[src/rtl/core/clcd_pkg.sv]
// ----------------------------------------------------------------------------
// clcd_pkg
// Types, codes and helpers shared by the character LCD request sequencer.
// ----------------------------------------------------------------------------
package clcd_pkg;

	// Request operation codes
	localparam logic [2:0] OP_COMMAND = 3'd0;
	localparam logic [2:0] OP_CHAR    = 3'd1;
	localparam logic [2:0] OP_CURSOR  = 3'd2;
	localparam logic [2:0] OP_CLEAR   = 3'd3;
	localparam logic [2:0] OP_HOME    = 3'd4;
	localparam logic [2:0] OP_NUMBER  = 3'd5;
	localparam logic [2:0] OP_INIT    = 3'd6;

	// Configuration register indexes
	localparam logic [2:0] REG_COMMAND_WAIT = 3'd0;
	localparam logic [2:0] REG_CLEAR_EXTRA  = 3'd1;
	localparam logic [2:0] REG_POWER_UP     = 3'd2;
	localparam logic [2:0] REG_INIT_LONG    = 3'd3;
	localparam logic [2:0] REG_INIT_SHORT   = 3'd4;

	localparam int CFG_INDEX_W = 3;
	localparam int CFG_DATA_W  = 20;

	// Reset values of the registers
	localparam logic [15:0] COMMAND_WAIT_RST = 16'd2000;
	localparam logic [15:0] CLEAR_EXTRA_RST  = 16'd2000;
	localparam logic [19:0] POWER_UP_RST     = 20'd300000;
	localparam logic [15:0] INIT_LONG_RST    = 16'd5000;
	localparam logic [15:0] INIT_SHORT_RST   = 16'd200;

	localparam int MAX_COLUMN_DEF = 15;

	// Queued job kinds
	localparam logic [1:0] JOB_BYTE   = 2'd0;
	localparam logic [1:0] JOB_NUMBER = 2'd1;
	localparam logic [1:0] JOB_INIT   = 2'd2;

	// Fixed command bytes and characters
	localparam logic [7:0] CMD_CLEAR   = 8'h01;
	localparam logic [7:0] CMD_HOME    = 8'h02;
	localparam logic [7:0] CMD_DDRAM   = 8'h80;
	localparam logic [7:0] CHAR_ZERO   = 8'h30;
	localparam logic [7:0] CHAR_MINUS  = 8'h2D;
	localparam logic [3:0] NIB_WAKE    = 4'h3;
	localparam logic [3:0] NIB_4BIT    = 4'h2;

	localparam int NUM_DIGITS = 10;
	localparam int BCD_W      = 4 * NUM_DIGITS;
	localparam int MAG_W      = 32;

	// Init sequence: four raw nibbles, then four bytes (eight nibbles)
	localparam logic [3:0] INIT_RAW_STEPS = 4'd4;
	localparam logic [3:0] INIT_LAST_STEP = 4'd11;

	localparam int Q_DEPTH = 2;

	typedef struct packed {
		logic [2:0]        operation;
		logic [7:0]        byte_value;
		logic [7:0]        row;
		logic [7:0]        col;
		logic signed [31:0] number;
	} in_item_t;

	typedef struct packed {
		logic        reg_select;
		logic [3:0]  nibble;
		logic [19:0] wait_before_us;
		logic [16:0] wait_after_us;
		logic        last;
	} out_item_t;

	typedef struct packed {
		logic [15:0] command_wait_us;
		logic [15:0] clear_extra_wait_us;
		logic [19:0] power_up_wait_us;
		logic [15:0] init_long_wait_us;
		logic [15:0] init_short_wait_us;
	} cfg_regs_t;

	typedef struct packed {
		logic [1:0]       kind;
		logic             rs;
		logic             slow;
		logic [7:0]       byte_val;
		logic             neg;
		logic [3:0]       dig_hi;
		logic [BCD_W-1:0] bcd;
	} job_t;

	// One double-dabble correction: add 3 to every digit of 5 or more
	function automatic logic [BCD_W-1:0] bcd_adjust(input logic [BCD_W-1:0] v);
		logic [BCD_W-1:0] r;
		r = v;
		for (int i = 0; i < NUM_DIGITS; i++) begin
			if (v[4*i +: 4] >= 4'd5) begin
				r[4*i +: 4] = v[4*i +: 4] + 4'd3;
			end
		end
		return r;
	endfunction

	// Index of the most significant nonzero digit, zero for a zero value
	function automatic logic [3:0] top_digit(input logic [BCD_W-1:0] v);
		logic [3:0] r;
		r = 4'd0;
		for (int i = 0; i < NUM_DIGITS; i++) begin
			if (v[4*i +: 4] != 4'd0) begin
				r = 4'(i);
			end
		end
		return r;
	endfunction

	// Command bytes that follow the raw wake-up nibbles of the init sequence
	function automatic logic [7:0] init_byte(input logic [1:0] idx);
		logic [7:0] r;
		case (idx)
			2'd0:    r = 8'h28;
			2'd1:    r = 8'h0C;
			2'd2:    r = 8'h06;
			default: r = CMD_CLEAR;
		endcase
		return r;
	endfunction

endpackage

[src/rtl/core/clcd_front.sv]
// ----------------------------------------------------------------------------
// clcd_front
// Accepts requests, turns them into queued jobs; converts numbers to BCD.
// ----------------------------------------------------------------------------
module clcd_front #(
	parameter int MAX_COLUMN = clcd_pkg::MAX_COLUMN_DEF
) (
	input  logic               clk,
	input  logic               arst_n,
	input  logic               in_valid,
	output logic               in_stall,
	input  clcd_pkg::in_item_t in_item,
	output logic               push,
	output clcd_pkg::job_t     push_job,
	input  logic               q_full
);

	localparam logic [1:0] S_IDLE = 2'd0;
	localparam logic [1:0] S_CONV = 2'd1;
	localparam logic [1:0] S_PUSH = 2'd2;
	localparam logic [4:0] LAST_SHIFT = 5'(clcd_pkg::MAG_W - 1);

	logic [1:0]                 state_q;
	logic [4:0]                 cnt_q;
	logic [clcd_pkg::MAG_W-1:0] sh_q;
	logic [clcd_pkg::BCD_W-1:0] bcd_q;
	logic                       neg_q;

	logic                       accept;
	logic                       is_number;
	logic [7:0]                 row_c;
	logic [7:0]                 col_c;
	logic [7:0]                 cursor_byte;
	logic [clcd_pkg::BCD_W-1:0] bcd_adj;
	clcd_pkg::job_t             req_job;
	logic                       req_push;

	assign in_stall  = (state_q != S_IDLE) || q_full;
	assign accept    = in_valid && !in_stall;
	assign is_number = (in_item.operation == clcd_pkg::OP_NUMBER);

	assign row_c = (in_item.row > 8'd1) ? 8'd1 : in_item.row;
	assign col_c = (in_item.col > 8'(MAX_COLUMN)) ? 8'(MAX_COLUMN) : in_item.col;
	assign cursor_byte = clcd_pkg::CMD_DDRAM | {1'b0, row_c[0], 6'd0} | {1'b0, col_c[6:0]};
	assign bcd_adj = clcd_pkg::bcd_adjust(bcd_q);

	// Classify a direct request
	always_comb begin
		req_job          = '0;
		req_job.kind     = clcd_pkg::JOB_BYTE;
		req_push         = 1'b1;
		case (in_item.operation)
			clcd_pkg::OP_COMMAND: begin
				req_job.byte_val = in_item.byte_value;
			end
			clcd_pkg::OP_CHAR: begin
				req_job.rs       = 1'b1;
				req_job.byte_val = in_item.byte_value;
			end
			clcd_pkg::OP_CURSOR: begin
				req_job.byte_val = cursor_byte;
			end
			clcd_pkg::OP_CLEAR: begin
				req_job.byte_val = clcd_pkg::CMD_CLEAR;
				req_job.slow     = 1'b1;
			end
			clcd_pkg::OP_HOME: begin
				req_job.byte_val = clcd_pkg::CMD_HOME;
				req_job.slow     = 1'b1;
			end
			clcd_pkg::OP_INIT: begin
				req_job.kind = clcd_pkg::JOB_INIT;
			end
			default: begin
				req_push = 1'b0;
			end
		endcase
	end

	always_comb begin
		if (state_q == S_PUSH) begin
			push            = !q_full;
			push_job        = '0;
			push_job.kind   = clcd_pkg::JOB_NUMBER;
			push_job.rs     = 1'b1;
			push_job.neg    = neg_q;
			push_job.dig_hi = clcd_pkg::top_digit(bcd_q);
			push_job.bcd    = bcd_q;
		end else begin
			push     = accept && req_push;
			push_job = req_job;
		end
	end

	always_ff @(posedge clk or negedge arst_n) begin
		if (!arst_n) begin
			state_q <= S_IDLE;
			cnt_q   <= '0;
		end else begin
			case (state_q)
				S_IDLE: begin
					if (accept && is_number) begin
						state_q <= S_CONV;
						cnt_q   <= '0;
					end
				end
				S_CONV: begin
					cnt_q <= cnt_q + 5'd1;
					if (cnt_q == LAST_SHIFT) begin
						state_q <= S_PUSH;
					end
				end
				S_PUSH: begin
					if (!q_full) begin
						state_q <= S_IDLE;
					end
				end
				default: begin
					state_q <= S_IDLE;
				end
			endcase
		end
	end

	// Shift-add-3 conversion, one magnitude bit per cycle
	always_ff @(posedge clk) begin
		if (state_q == S_IDLE && accept && is_number) begin
			neg_q <= in_item.number[31];
			sh_q  <= in_item.number[31] ? (32'd0 - unsigned'(in_item.number))
			                            : unsigned'(in_item.number);
			bcd_q <= '0;
		end else if (state_q == S_CONV) begin
			sh_q  <= {sh_q[clcd_pkg::MAG_W-2:0], 1'b0};
			bcd_q <= {bcd_adj[clcd_pkg::BCD_W-2:0], sh_q[clcd_pkg::MAG_W-1]};
		end
	end

endmodule

[src/rtl/core/clcd_fifo.sv]
// ----------------------------------------------------------------------------
// clcd_fifo
// Short job queue between the request front and the nibble back end.
// ----------------------------------------------------------------------------
module clcd_fifo (
	input  logic           clk,
	input  logic           arst_n,
	input  logic           push,
	input  clcd_pkg::job_t push_job,
	output logic           full,
	input  logic           pop,
	output logic           head_valid,
	output clcd_pkg::job_t head
);

	localparam int PTR_W = $clog2(clcd_pkg::Q_DEPTH);
	localparam int CNT_W = $clog2(clcd_pkg::Q_DEPTH + 1);

	clcd_pkg::job_t     slot_q [clcd_pkg::Q_DEPTH];
	logic [PTR_W-1:0]   wr_q;
	logic [PTR_W-1:0]   rd_q;
	logic [CNT_W-1:0]   count_q;
	logic               do_pop;

	assign full       = (count_q == CNT_W'(clcd_pkg::Q_DEPTH));
	assign head_valid = (count_q != '0);
	assign head       = slot_q[rd_q];
	assign do_pop     = pop && head_valid;

	always_ff @(posedge clk or negedge arst_n) begin
		if (!arst_n) begin
			wr_q    <= '0;
			rd_q    <= '0;
			count_q <= '0;
		end else begin
			if (push && !full) begin
				wr_q <= (wr_q == PTR_W'(clcd_pkg::Q_DEPTH - 1)) ? '0 : wr_q + 1'b1;
			end
			if (do_pop) begin
				rd_q <= (rd_q == PTR_W'(clcd_pkg::Q_DEPTH - 1)) ? '0 : rd_q + 1'b1;
			end
			count_q <= count_q + CNT_W'(push && !full) - CNT_W'(do_pop);
		end
	end

	always_ff @(posedge clk) begin
		if (push && !full) begin
			slot_q[wr_q] <= push_job;
		end
	end

endmodule

[src/rtl/core/clcd_back.sv]
// ----------------------------------------------------------------------------
// clcd_back
// Walks the head job one nibble per beat into the output register.
// ----------------------------------------------------------------------------
module clcd_back (
	input  logic                clk,
	input  logic                arst_n,
	input  clcd_pkg::cfg_regs_t cfg,
	input  logic                head_valid,
	input  clcd_pkg::job_t      head,
	output logic                pop,
	output logic                out_valid,
	input  logic                out_stall,
	output clcd_pkg::out_item_t out_item
);

	logic                started_q;
	logic                half_q;
	logic                minus_q;
	logic [3:0]          dig_q;
	logic [3:0]          step_q;
	logic                out_valid_q;
	clcd_pkg::out_item_t out_q;

	logic                cur_half;
	logic                cur_minus;
	logic [3:0]          cur_dig;
	logic [3:0]          cur_step;
	logic [3:0]          step_off;
	logic [3:0]          digit;
	logic [7:0]          byte_v;
	logic                half_sel;
	logic                slow;
	logic                rs;
	logic                raw;
	clcd_pkg::out_item_t nib;
	logic                adv;

	assign cur_half  = started_q ? half_q  : 1'b0;
	assign cur_minus = started_q ? minus_q : head.neg;
	assign cur_dig   = started_q ? dig_q   : head.dig_hi;
	assign cur_step  = started_q ? step_q  : 4'd0;
	assign step_off  = cur_step - clcd_pkg::INIT_RAW_STEPS;
	assign digit     = head.bcd[4*cur_dig +: 4];

	assign adv = head_valid && (!out_valid_q || !out_stall);
	assign pop = adv && nib.last;

	always_comb begin
		byte_v   = head.byte_val;
		half_sel = cur_half;
		slow     = head.slow;
		rs       = head.rs;
		raw      = 1'b0;
		nib      = '0;
		case (head.kind)
			clcd_pkg::JOB_NUMBER: begin
				byte_v   = cur_minus ? clcd_pkg::CHAR_MINUS : (clcd_pkg::CHAR_ZERO | {4'd0, digit});
				slow     = 1'b0;
				rs       = 1'b1;
				nib.last = cur_half && !cur_minus && (cur_dig == 4'd0);
			end
			clcd_pkg::JOB_INIT: begin
				rs       = 1'b0;
				raw      = (cur_step < clcd_pkg::INIT_RAW_STEPS);
				byte_v   = clcd_pkg::init_byte(step_off[2:1]);
				half_sel = step_off[0];
				slow     = (step_off[2:1] == 2'd3);
				nib.last = (cur_step == clcd_pkg::INIT_LAST_STEP);
			end
			default: begin
				nib.last = cur_half;
			end
		endcase

		nib.reg_select = rs;
		if (raw) begin
			// Wake-up nibbles: 3, 3, 3, then 2 to enter 4-bit mode
			nib.nibble = (cur_step == 4'd3) ? clcd_pkg::NIB_4BIT : clcd_pkg::NIB_WAKE;
			nib.wait_before_us = (cur_step == 4'd0) ? cfg.power_up_wait_us : 20'd0;
			nib.wait_after_us = (cur_step == 4'd0 || cur_step == 4'd3)
			                    ? {1'b0, cfg.init_long_wait_us}
			                    : {1'b0, cfg.init_short_wait_us};
		end else begin
			nib.nibble = half_sel ? byte_v[3:0] : byte_v[7:4];
			nib.wait_before_us = 20'd0;
			nib.wait_after_us = half_sel
			                    ? ({1'b0, cfg.command_wait_us}
			                       + (slow ? {1'b0, cfg.clear_extra_wait_us} : 17'd0))
			                    : 17'd0;
		end
	end

	always_ff @(posedge clk or negedge arst_n) begin
		if (!arst_n) begin
			started_q   <= 1'b0;
			out_valid_q <= 1'b0;
		end else begin
			if (adv) begin
				started_q   <= !nib.last;
				out_valid_q <= 1'b1;
			end else if (!out_stall) begin
				out_valid_q <= 1'b0;
			end
		end
	end

	always_ff @(posedge clk) begin
		if (adv) begin
			out_q  <= nib;
			half_q <= !cur_half;
			step_q <= cur_step + 4'd1;
			if (cur_half && cur_minus) begin
				minus_q <= 1'b0;
				dig_q   <= cur_dig;
			end else if (cur_half) begin
				minus_q <= 1'b0;
				dig_q   <= cur_dig - 4'd1;
			end else begin
				minus_q <= cur_minus;
				dig_q   <= cur_dig;
			end
		end
	end

	assign out_valid = out_valid_q;
	assign out_item  = out_q;

endmodule

[src/rtl/core/char_lcd_4bit_request_sequencer.sv]
// ----------------------------------------------------------------------------
// char_lcd_4bit_request_sequencer
// Turns LCD requests into runs of 4-bit nibble transfers with their waits.
// ----------------------------------------------------------------------------
//
//  channel | signals                          | beat taken when
//  --------+----------------------------------+------------------------------
//  request | in_valid, in_stall, in_item      | in_valid && !in_stall
//  nibble  | out_valid, out_stall, out_item   | out_valid && !out_stall
//  config  | cfg_we, cfg_index, cfg_data      | cfg_we
//
//  A byte, cursor, clear, home or init request enters the job queue in the
//  cycle it is taken. A number request holds the request side in the front
//  end while a shift-add-3 unit builds its digits (one magnitude bit per
//  cycle). The back end emits one nibble per cycle from the queue head while
//  out_stall is low; a request becomes 2 to 22 nibbles. No clearing pass after
//  reset; the queue and output register are empty once arst_n is released.
//  Either side may stall independently; the two-entry queue decouples them.
//
module char_lcd_4bit_request_sequencer #(
	parameter int MAX_COLUMN = clcd_pkg::MAX_COLUMN_DEF
) (
	input  logic                               clk,
	input  logic                               arst_n,
	input  logic                               in_valid,
	output logic                               in_stall,
	input  clcd_pkg::in_item_t                 in_item,
	output logic                               out_valid,
	input  logic                               out_stall,
	output clcd_pkg::out_item_t                out_item,
	input  logic                               cfg_we,
	input  logic [clcd_pkg::CFG_INDEX_W-1:0]   cfg_index,
	input  logic [clcd_pkg::CFG_DATA_W-1:0]    cfg_data
);

	clcd_pkg::cfg_regs_t cfg_q;
	logic                push;
	clcd_pkg::job_t      push_job;
	logic                q_full;
	logic                pop;
	logic                head_valid;
	clcd_pkg::job_t      head;

	// Register file: drop bits above each register's width, ignore stray indexes
	always_ff @(posedge clk or negedge arst_n) begin
		if (!arst_n) begin
			cfg_q.command_wait_us     <= clcd_pkg::COMMAND_WAIT_RST;
			cfg_q.clear_extra_wait_us <= clcd_pkg::CLEAR_EXTRA_RST;
			cfg_q.power_up_wait_us    <= clcd_pkg::POWER_UP_RST;
			cfg_q.init_long_wait_us   <= clcd_pkg::INIT_LONG_RST;
			cfg_q.init_short_wait_us  <= clcd_pkg::INIT_SHORT_RST;
		end else if (cfg_we) begin
			case (cfg_index)
				clcd_pkg::REG_COMMAND_WAIT: cfg_q.command_wait_us     <= cfg_data[15:0];
				clcd_pkg::REG_CLEAR_EXTRA:  cfg_q.clear_extra_wait_us <= cfg_data[15:0];
				clcd_pkg::REG_POWER_UP:     cfg_q.power_up_wait_us    <= cfg_data;
				clcd_pkg::REG_INIT_LONG:    cfg_q.init_long_wait_us   <= cfg_data[15:0];
				clcd_pkg::REG_INIT_SHORT:   cfg_q.init_short_wait_us  <= cfg_data[15:0];
				default: begin
				end
			endcase
		end
	end

	// Front: classify requests, convert numbers, push jobs
	clcd_front #(
		.MAX_COLUMN(MAX_COLUMN)
	) u_front (
		.clk      (clk),
		.arst_n   (arst_n),
		.in_valid (in_valid),
		.in_stall (in_stall),
		.in_item  (in_item),
		.push     (push),
		.push_job (push_job),
		.q_full   (q_full)
	);

	// Queue: hold jobs until the back end is free
	clcd_fifo u_fifo (
		.clk        (clk),
		.arst_n     (arst_n),
		.push       (push),
		.push_job   (push_job),
		.full       (q_full),
		.pop        (pop),
		.head_valid (head_valid),
		.head       (head)
	);

	// Back: advance one nibble per beat, drop the job on its last nibble
	clcd_back u_back (
		.clk        (clk),
		.arst_n     (arst_n),
		.cfg        (cfg_q),
		.head_valid (head_valid),
		.head       (head),
		.pop        (pop),
		.out_valid  (out_valid),
		.out_stall  (out_stall),
		.out_item   (out_item)
	);

endmodule

[config.mk]
export PLATFORM = sky130hd
export DESIGN_NAME = char_lcd_4bit_request_sequencer
export DESIGN_NICKNAME = d
export VERILOG_FILES = /design/src/rtl/core/clcd_pkg.sv /design/src/rtl/core/clcd_front.sv /design/src/rtl/core/clcd_fifo.sv /design/src/rtl/core/clcd_back.sv /design/src/rtl/core/char_lcd_4bit_request_sequencer.sv
export SDC_FILE = /design/constraint.sdc
export NUM_CORES = 1
export LEC_CHECK = 0
export BUFFER_PORTS_ARGS = -buffer_cell sky130_fd_sc_hd__buf_2
export CAP_MARGIN = 20
export CORE_UTILIZATION = 60
export CTS_CLUSTER_DIAMETER = 100
export DETAILED_ROUTE_END_ITERATION = 10
export PLACE_DENSITY = 0.8
export SLEW_MARGIN = 20
export SYNTH_ARGS = -nofsm -noshare
export SYNTH_HDL_FRONTEND = slang
export SYNTH_HIERARCHICAL = 1
export SYNTH_SLANG_ARGS = --single-unit
[constraint.sdc]
create_clock -name clk -period 14.09 [get_ports clk]
set_input_delay 1.409 -clock clk [delete_from_list [all_inputs] [get_ports clk]]
set_output_delay 1.409 -clock clk [all_outputs]
set_load 0.005 [all_outputs]
==> key figures <==
Setup path
  • CP arrival: 5000 ps
  • Critical Path RT: 14,290 ps
  • FF-to-FF setup slack: 9290 ps
  • Crit end category: register
  • Max incr delay on CP: 670 ps
  • CP delay by family, top: compound AO/OA/AOI/OAI gates
  • Crit Path Max Fanout: 17
  • Slowest-stage cell, CP: a2111oi_0
  • Worst setup path class: reg2reg
  • Crit path launch type: register
  • Crit path cell chain: mux2_2, ha_1, inv_1, and3_1, a21oi_1, buf_4, nor2b_1, ha_1, a2111oi_0, o21ai_0, o22ai_1, a211oi_1, a2111oi_0, o21ai_0
  • Worst Path Buf+Inv: 2

Clock tree
  • CTS tree: built
  • H-tree depth: 2
  • Root Buffer: clkbuf_16
  • CTS Buf Count: 36
  • Clock-pin transition on the worst setup and hold timing paths: 60 ps
  • Gates resized, CTS repair: 0
  • Clk_lat worst skew: 520 ps
  • Maximum clock insertion buffer count: 3
  • Sink Count: 337
  • # Post-CTS Setup Buffers: 0
  • Hold Buf Count CTS: 0

Yosys
  • EDFF count, synth: 200
  • Post-synth ARST share: 0.288
  • Sequential share of the synthesized area: 0.558
  • Synth Flop Type: edfxtp_1
  • Mapped Area: 16,600 µm²
  • Synth cell types: 78
  • Avg Cell Area, Syn: 12.1 µm²
  • Warning count from the yosys run: 6
  • Synth Instances: 1,373
  • Register bit total from synthesis: 337
  • Syn Nets: 1,513

Routing
  • DRC viols: 0
  • Initial DRT Pass Iterations: 5
  • Count of nets left with antenna violations after detail routing: 0
  • Vias per Instance: 6.10
  • WL/cell: 20.0 µm
  • Vias: 11,300
  • WL final: 37.1 mm
  • Iteration-0 DRC Markers: 1,149

Floorplan
  • Row cnt: 60
  • Core area: 27,000 µm²
  • Die area: 28,400 µm²
  • Initial core utilization: 0.615
  • Die Span X: 168 µm
  • I/O pin count: 132
  • Die H: 168 µm

Min path
  • Worst Hold Class: reg2reg

Timing
  • Final setup TNS: 0 ps
  • F_max: 208 MHz
  • Setup ws final: 9290 ps
  • Period utilisation layout: 0.341
  • Worst-margin pin slew: 995 ps
  • RSZ-0062 raised after global routing: false
  • Slew Viols, Final: 0
  • Hold Fails Final Rpt: 0
  • Endpoints failing setup: 0
  • Final Critical Period: 4800 ps
  • Max-slew headroom: 0.334
  • Clk_skew: 28.3 ps

Layout
  • Core Util, Final: 0.690
  • ANT cells: 0
  • Number of nets in the layout: 1,630
  • Layout cell share with drive strength beyond 1: 0.262
  • Layout area overhead: 12.2%
  • Fillers: 1,927

Pwr
  • Cell Pwr Density: 206 nW/µm²
  • Leak: 7.50 nW
  • Peak VDD IR: 0.117 mV

Global route
  • Total gr overflow: 0
  • Vias in the first global route: 11,100
  • Total GRT Usage: 0.266
  • Antenna violations before repair: 2
  • Pin count of the biggest net entering global routing: 90
  • Global-route wire length before repair: 59.0 mm

Place
  • Pre-CTS setup slack: 9040 ps
  • Routability cong.: 0.867
  • Buffers on Ports: 131
  • Final HPWL DP: 25.0 mm

Run
  • Max Cap Viol: 0

Outcome
  • Status: finished, final reports clean
-- state kept, by name, summed over array words and instances, names as in the netlist --
register and count:
u_fifo/wr_q 1, u_fifo/slot_q 114, u_back/step_q 4, u_front/neg_q 1
u_back/out_item 43, u_front/state_q 2, u_fifo/rd_q 1, u_front/sh_q 32
u_front/cnt_q 5, u_back/dig_q 4, u_back/out_valid 1, cfg_q 84
u_back/started_q 1, u_fifo/count_q 2, u_back/minus_q 1, u_back/half_q 1
u_front/bcd_q 40
-- path summary, 6_finish.rpt --
check / startpoint / to / cells after the start
max in group asynchronous: arst_n / u_fifo/rd_q / 2
worst min register to register: u_front/sh_q[31] / u_front/bcd_q[0] / 2
worst min-delay path: u_front/sh_q[31] / u_front/bcd_q[0] / 2
worst max register to register: u_fifo/rd_q / u_back/out_item[16] / 14
worst max-delay path: u_fifo/rd_q / u_back/out_item[16] / 14
min in group asynchronous: arst_n / cfg_q[48] / 1
-- power by group --
part / leakage, nW / switching (mW) / internal [mW] / total [mW]
combinational: 3.57 / 0.808 / 0.561 / 1.37
clock: 0.545 / 0.377 / 0.521 / 0.898
sequential: 3.38 / 0.169 / 1.40 / 1.57
-- cells in the final DEF, fill, tap and decap left out, types with 25 or more instances in the layout --
master,Yosys,routed
ha_1,52,52
dfxtp_1,40,40
a21oi_1,64,64
inv_1,43,42
o21ai_0,106,106
nor2_1,82,81
mux2i_1,32,32
and3_1,30,29
xnor2_1,25,25
nand3_1,44,44
mux2_2,126,126
buf_2,19,130
nand2_1,78,78
dfstp_2,28,28
dfrtp_1,69,68
and2_1,27,27
edfxtp_1,200,200
clkbuf_16,0,37
xor2_1,37,37
-- cell usage after synthesis (all sizes together) (5+ instances only) --
master   number  area (µm²)
a2111oi       6        52.6
a211oi        9        72.6
a21oi        64         320
and2         27         169
and3         30         188
buf          30         213
clkbuf       36         135
dfrtp        69        1730
dfstp        28         736
dfxtp        40         801
edfxtp      200        6010
ha           52         651
inv          43         161
mux2        146        1720
mux2i        34         348
nand2        78         293
nand2b       19         119
nand3        44         220
nor2         82         308
nor2b        25         156
nor3         14        70.1
nor3b         9        67.6
nor4          9        62.6
o21a          8        60.1
o21ai       108         541
o221ai       12         105
o22ai         5        31.3
o31ai        14         105
o41ai         9        93.8
or3           5        37.5
xnor2        25         219
xor2         37         324
-- area by class of cell --
class | count | area [µm²] | area share
clock buffer | 51 | 1010 | 0.0541
clock inverter | 15 | 116 | 0.00624
inverter | 43 | 161 | 0.00866
multi-input combinational | 927 | 6890 | 0.370
sequential | 337 | 9270 | 0.497
tap | 341 | 427 | 0.0229
timing repair buffer | 145 | 763 | 0.0410
-- per-stage QoR --
stage               total power [mW]  area [µm²]  instances  hold slack, ps
global route                    4.06       18600       1859             514
finish                          3.84       18600       1859             492
global placement                2.88       17500       1793             473
floorplan                       2.54       16600       1373             418
CTS                             3.84       18600       1859             494
detailed placement              2.94       17500       1793             478
-- layer usage --
layer | track usage | part of all wire | wire length, µm
met5 | 0 | 0.00043 | 16
met4 | 0.0905 | 0.026 | 958
met3 | 0.0442 | 0.068 | 2540
met2 | 0.415 | 0.46 | 17000
met1 | 0.379 | 0.45 | 16600
-- cells by family (layout without fill, tap and decap cells) --
group                    Yosys count  in the layout  share of synthesized area
AND/OR/NAND/NOR                  369            369                      0.117
flip-flops                       337            337                      0.558
AO/OA/AOI/OAI                    263            263                     0.0972
multiplexers                     180            180                      0.124
buffers and inverters            109            254                     0.0307
XOR/XNOR                          62             62                     0.0327
adder cells (fa/ha/maj)           53             53                     0.0404
-- worst register-to-register path, cell delays in order (launching register included) --
cell and delay (ps):
dfrtp_2 530, mux2_2 410, ha_1 620, inv_1 140, and3_1 200, a21oi_1 110, buf_4 260, nor2b_1 80
ha_1 350, a2111oi_0 670, o21ai_0 190, o22ai_1 340, a211oi_1 130, a2111oi_0 300, o21ai_0 160
(Power assumes the default switching activity.)
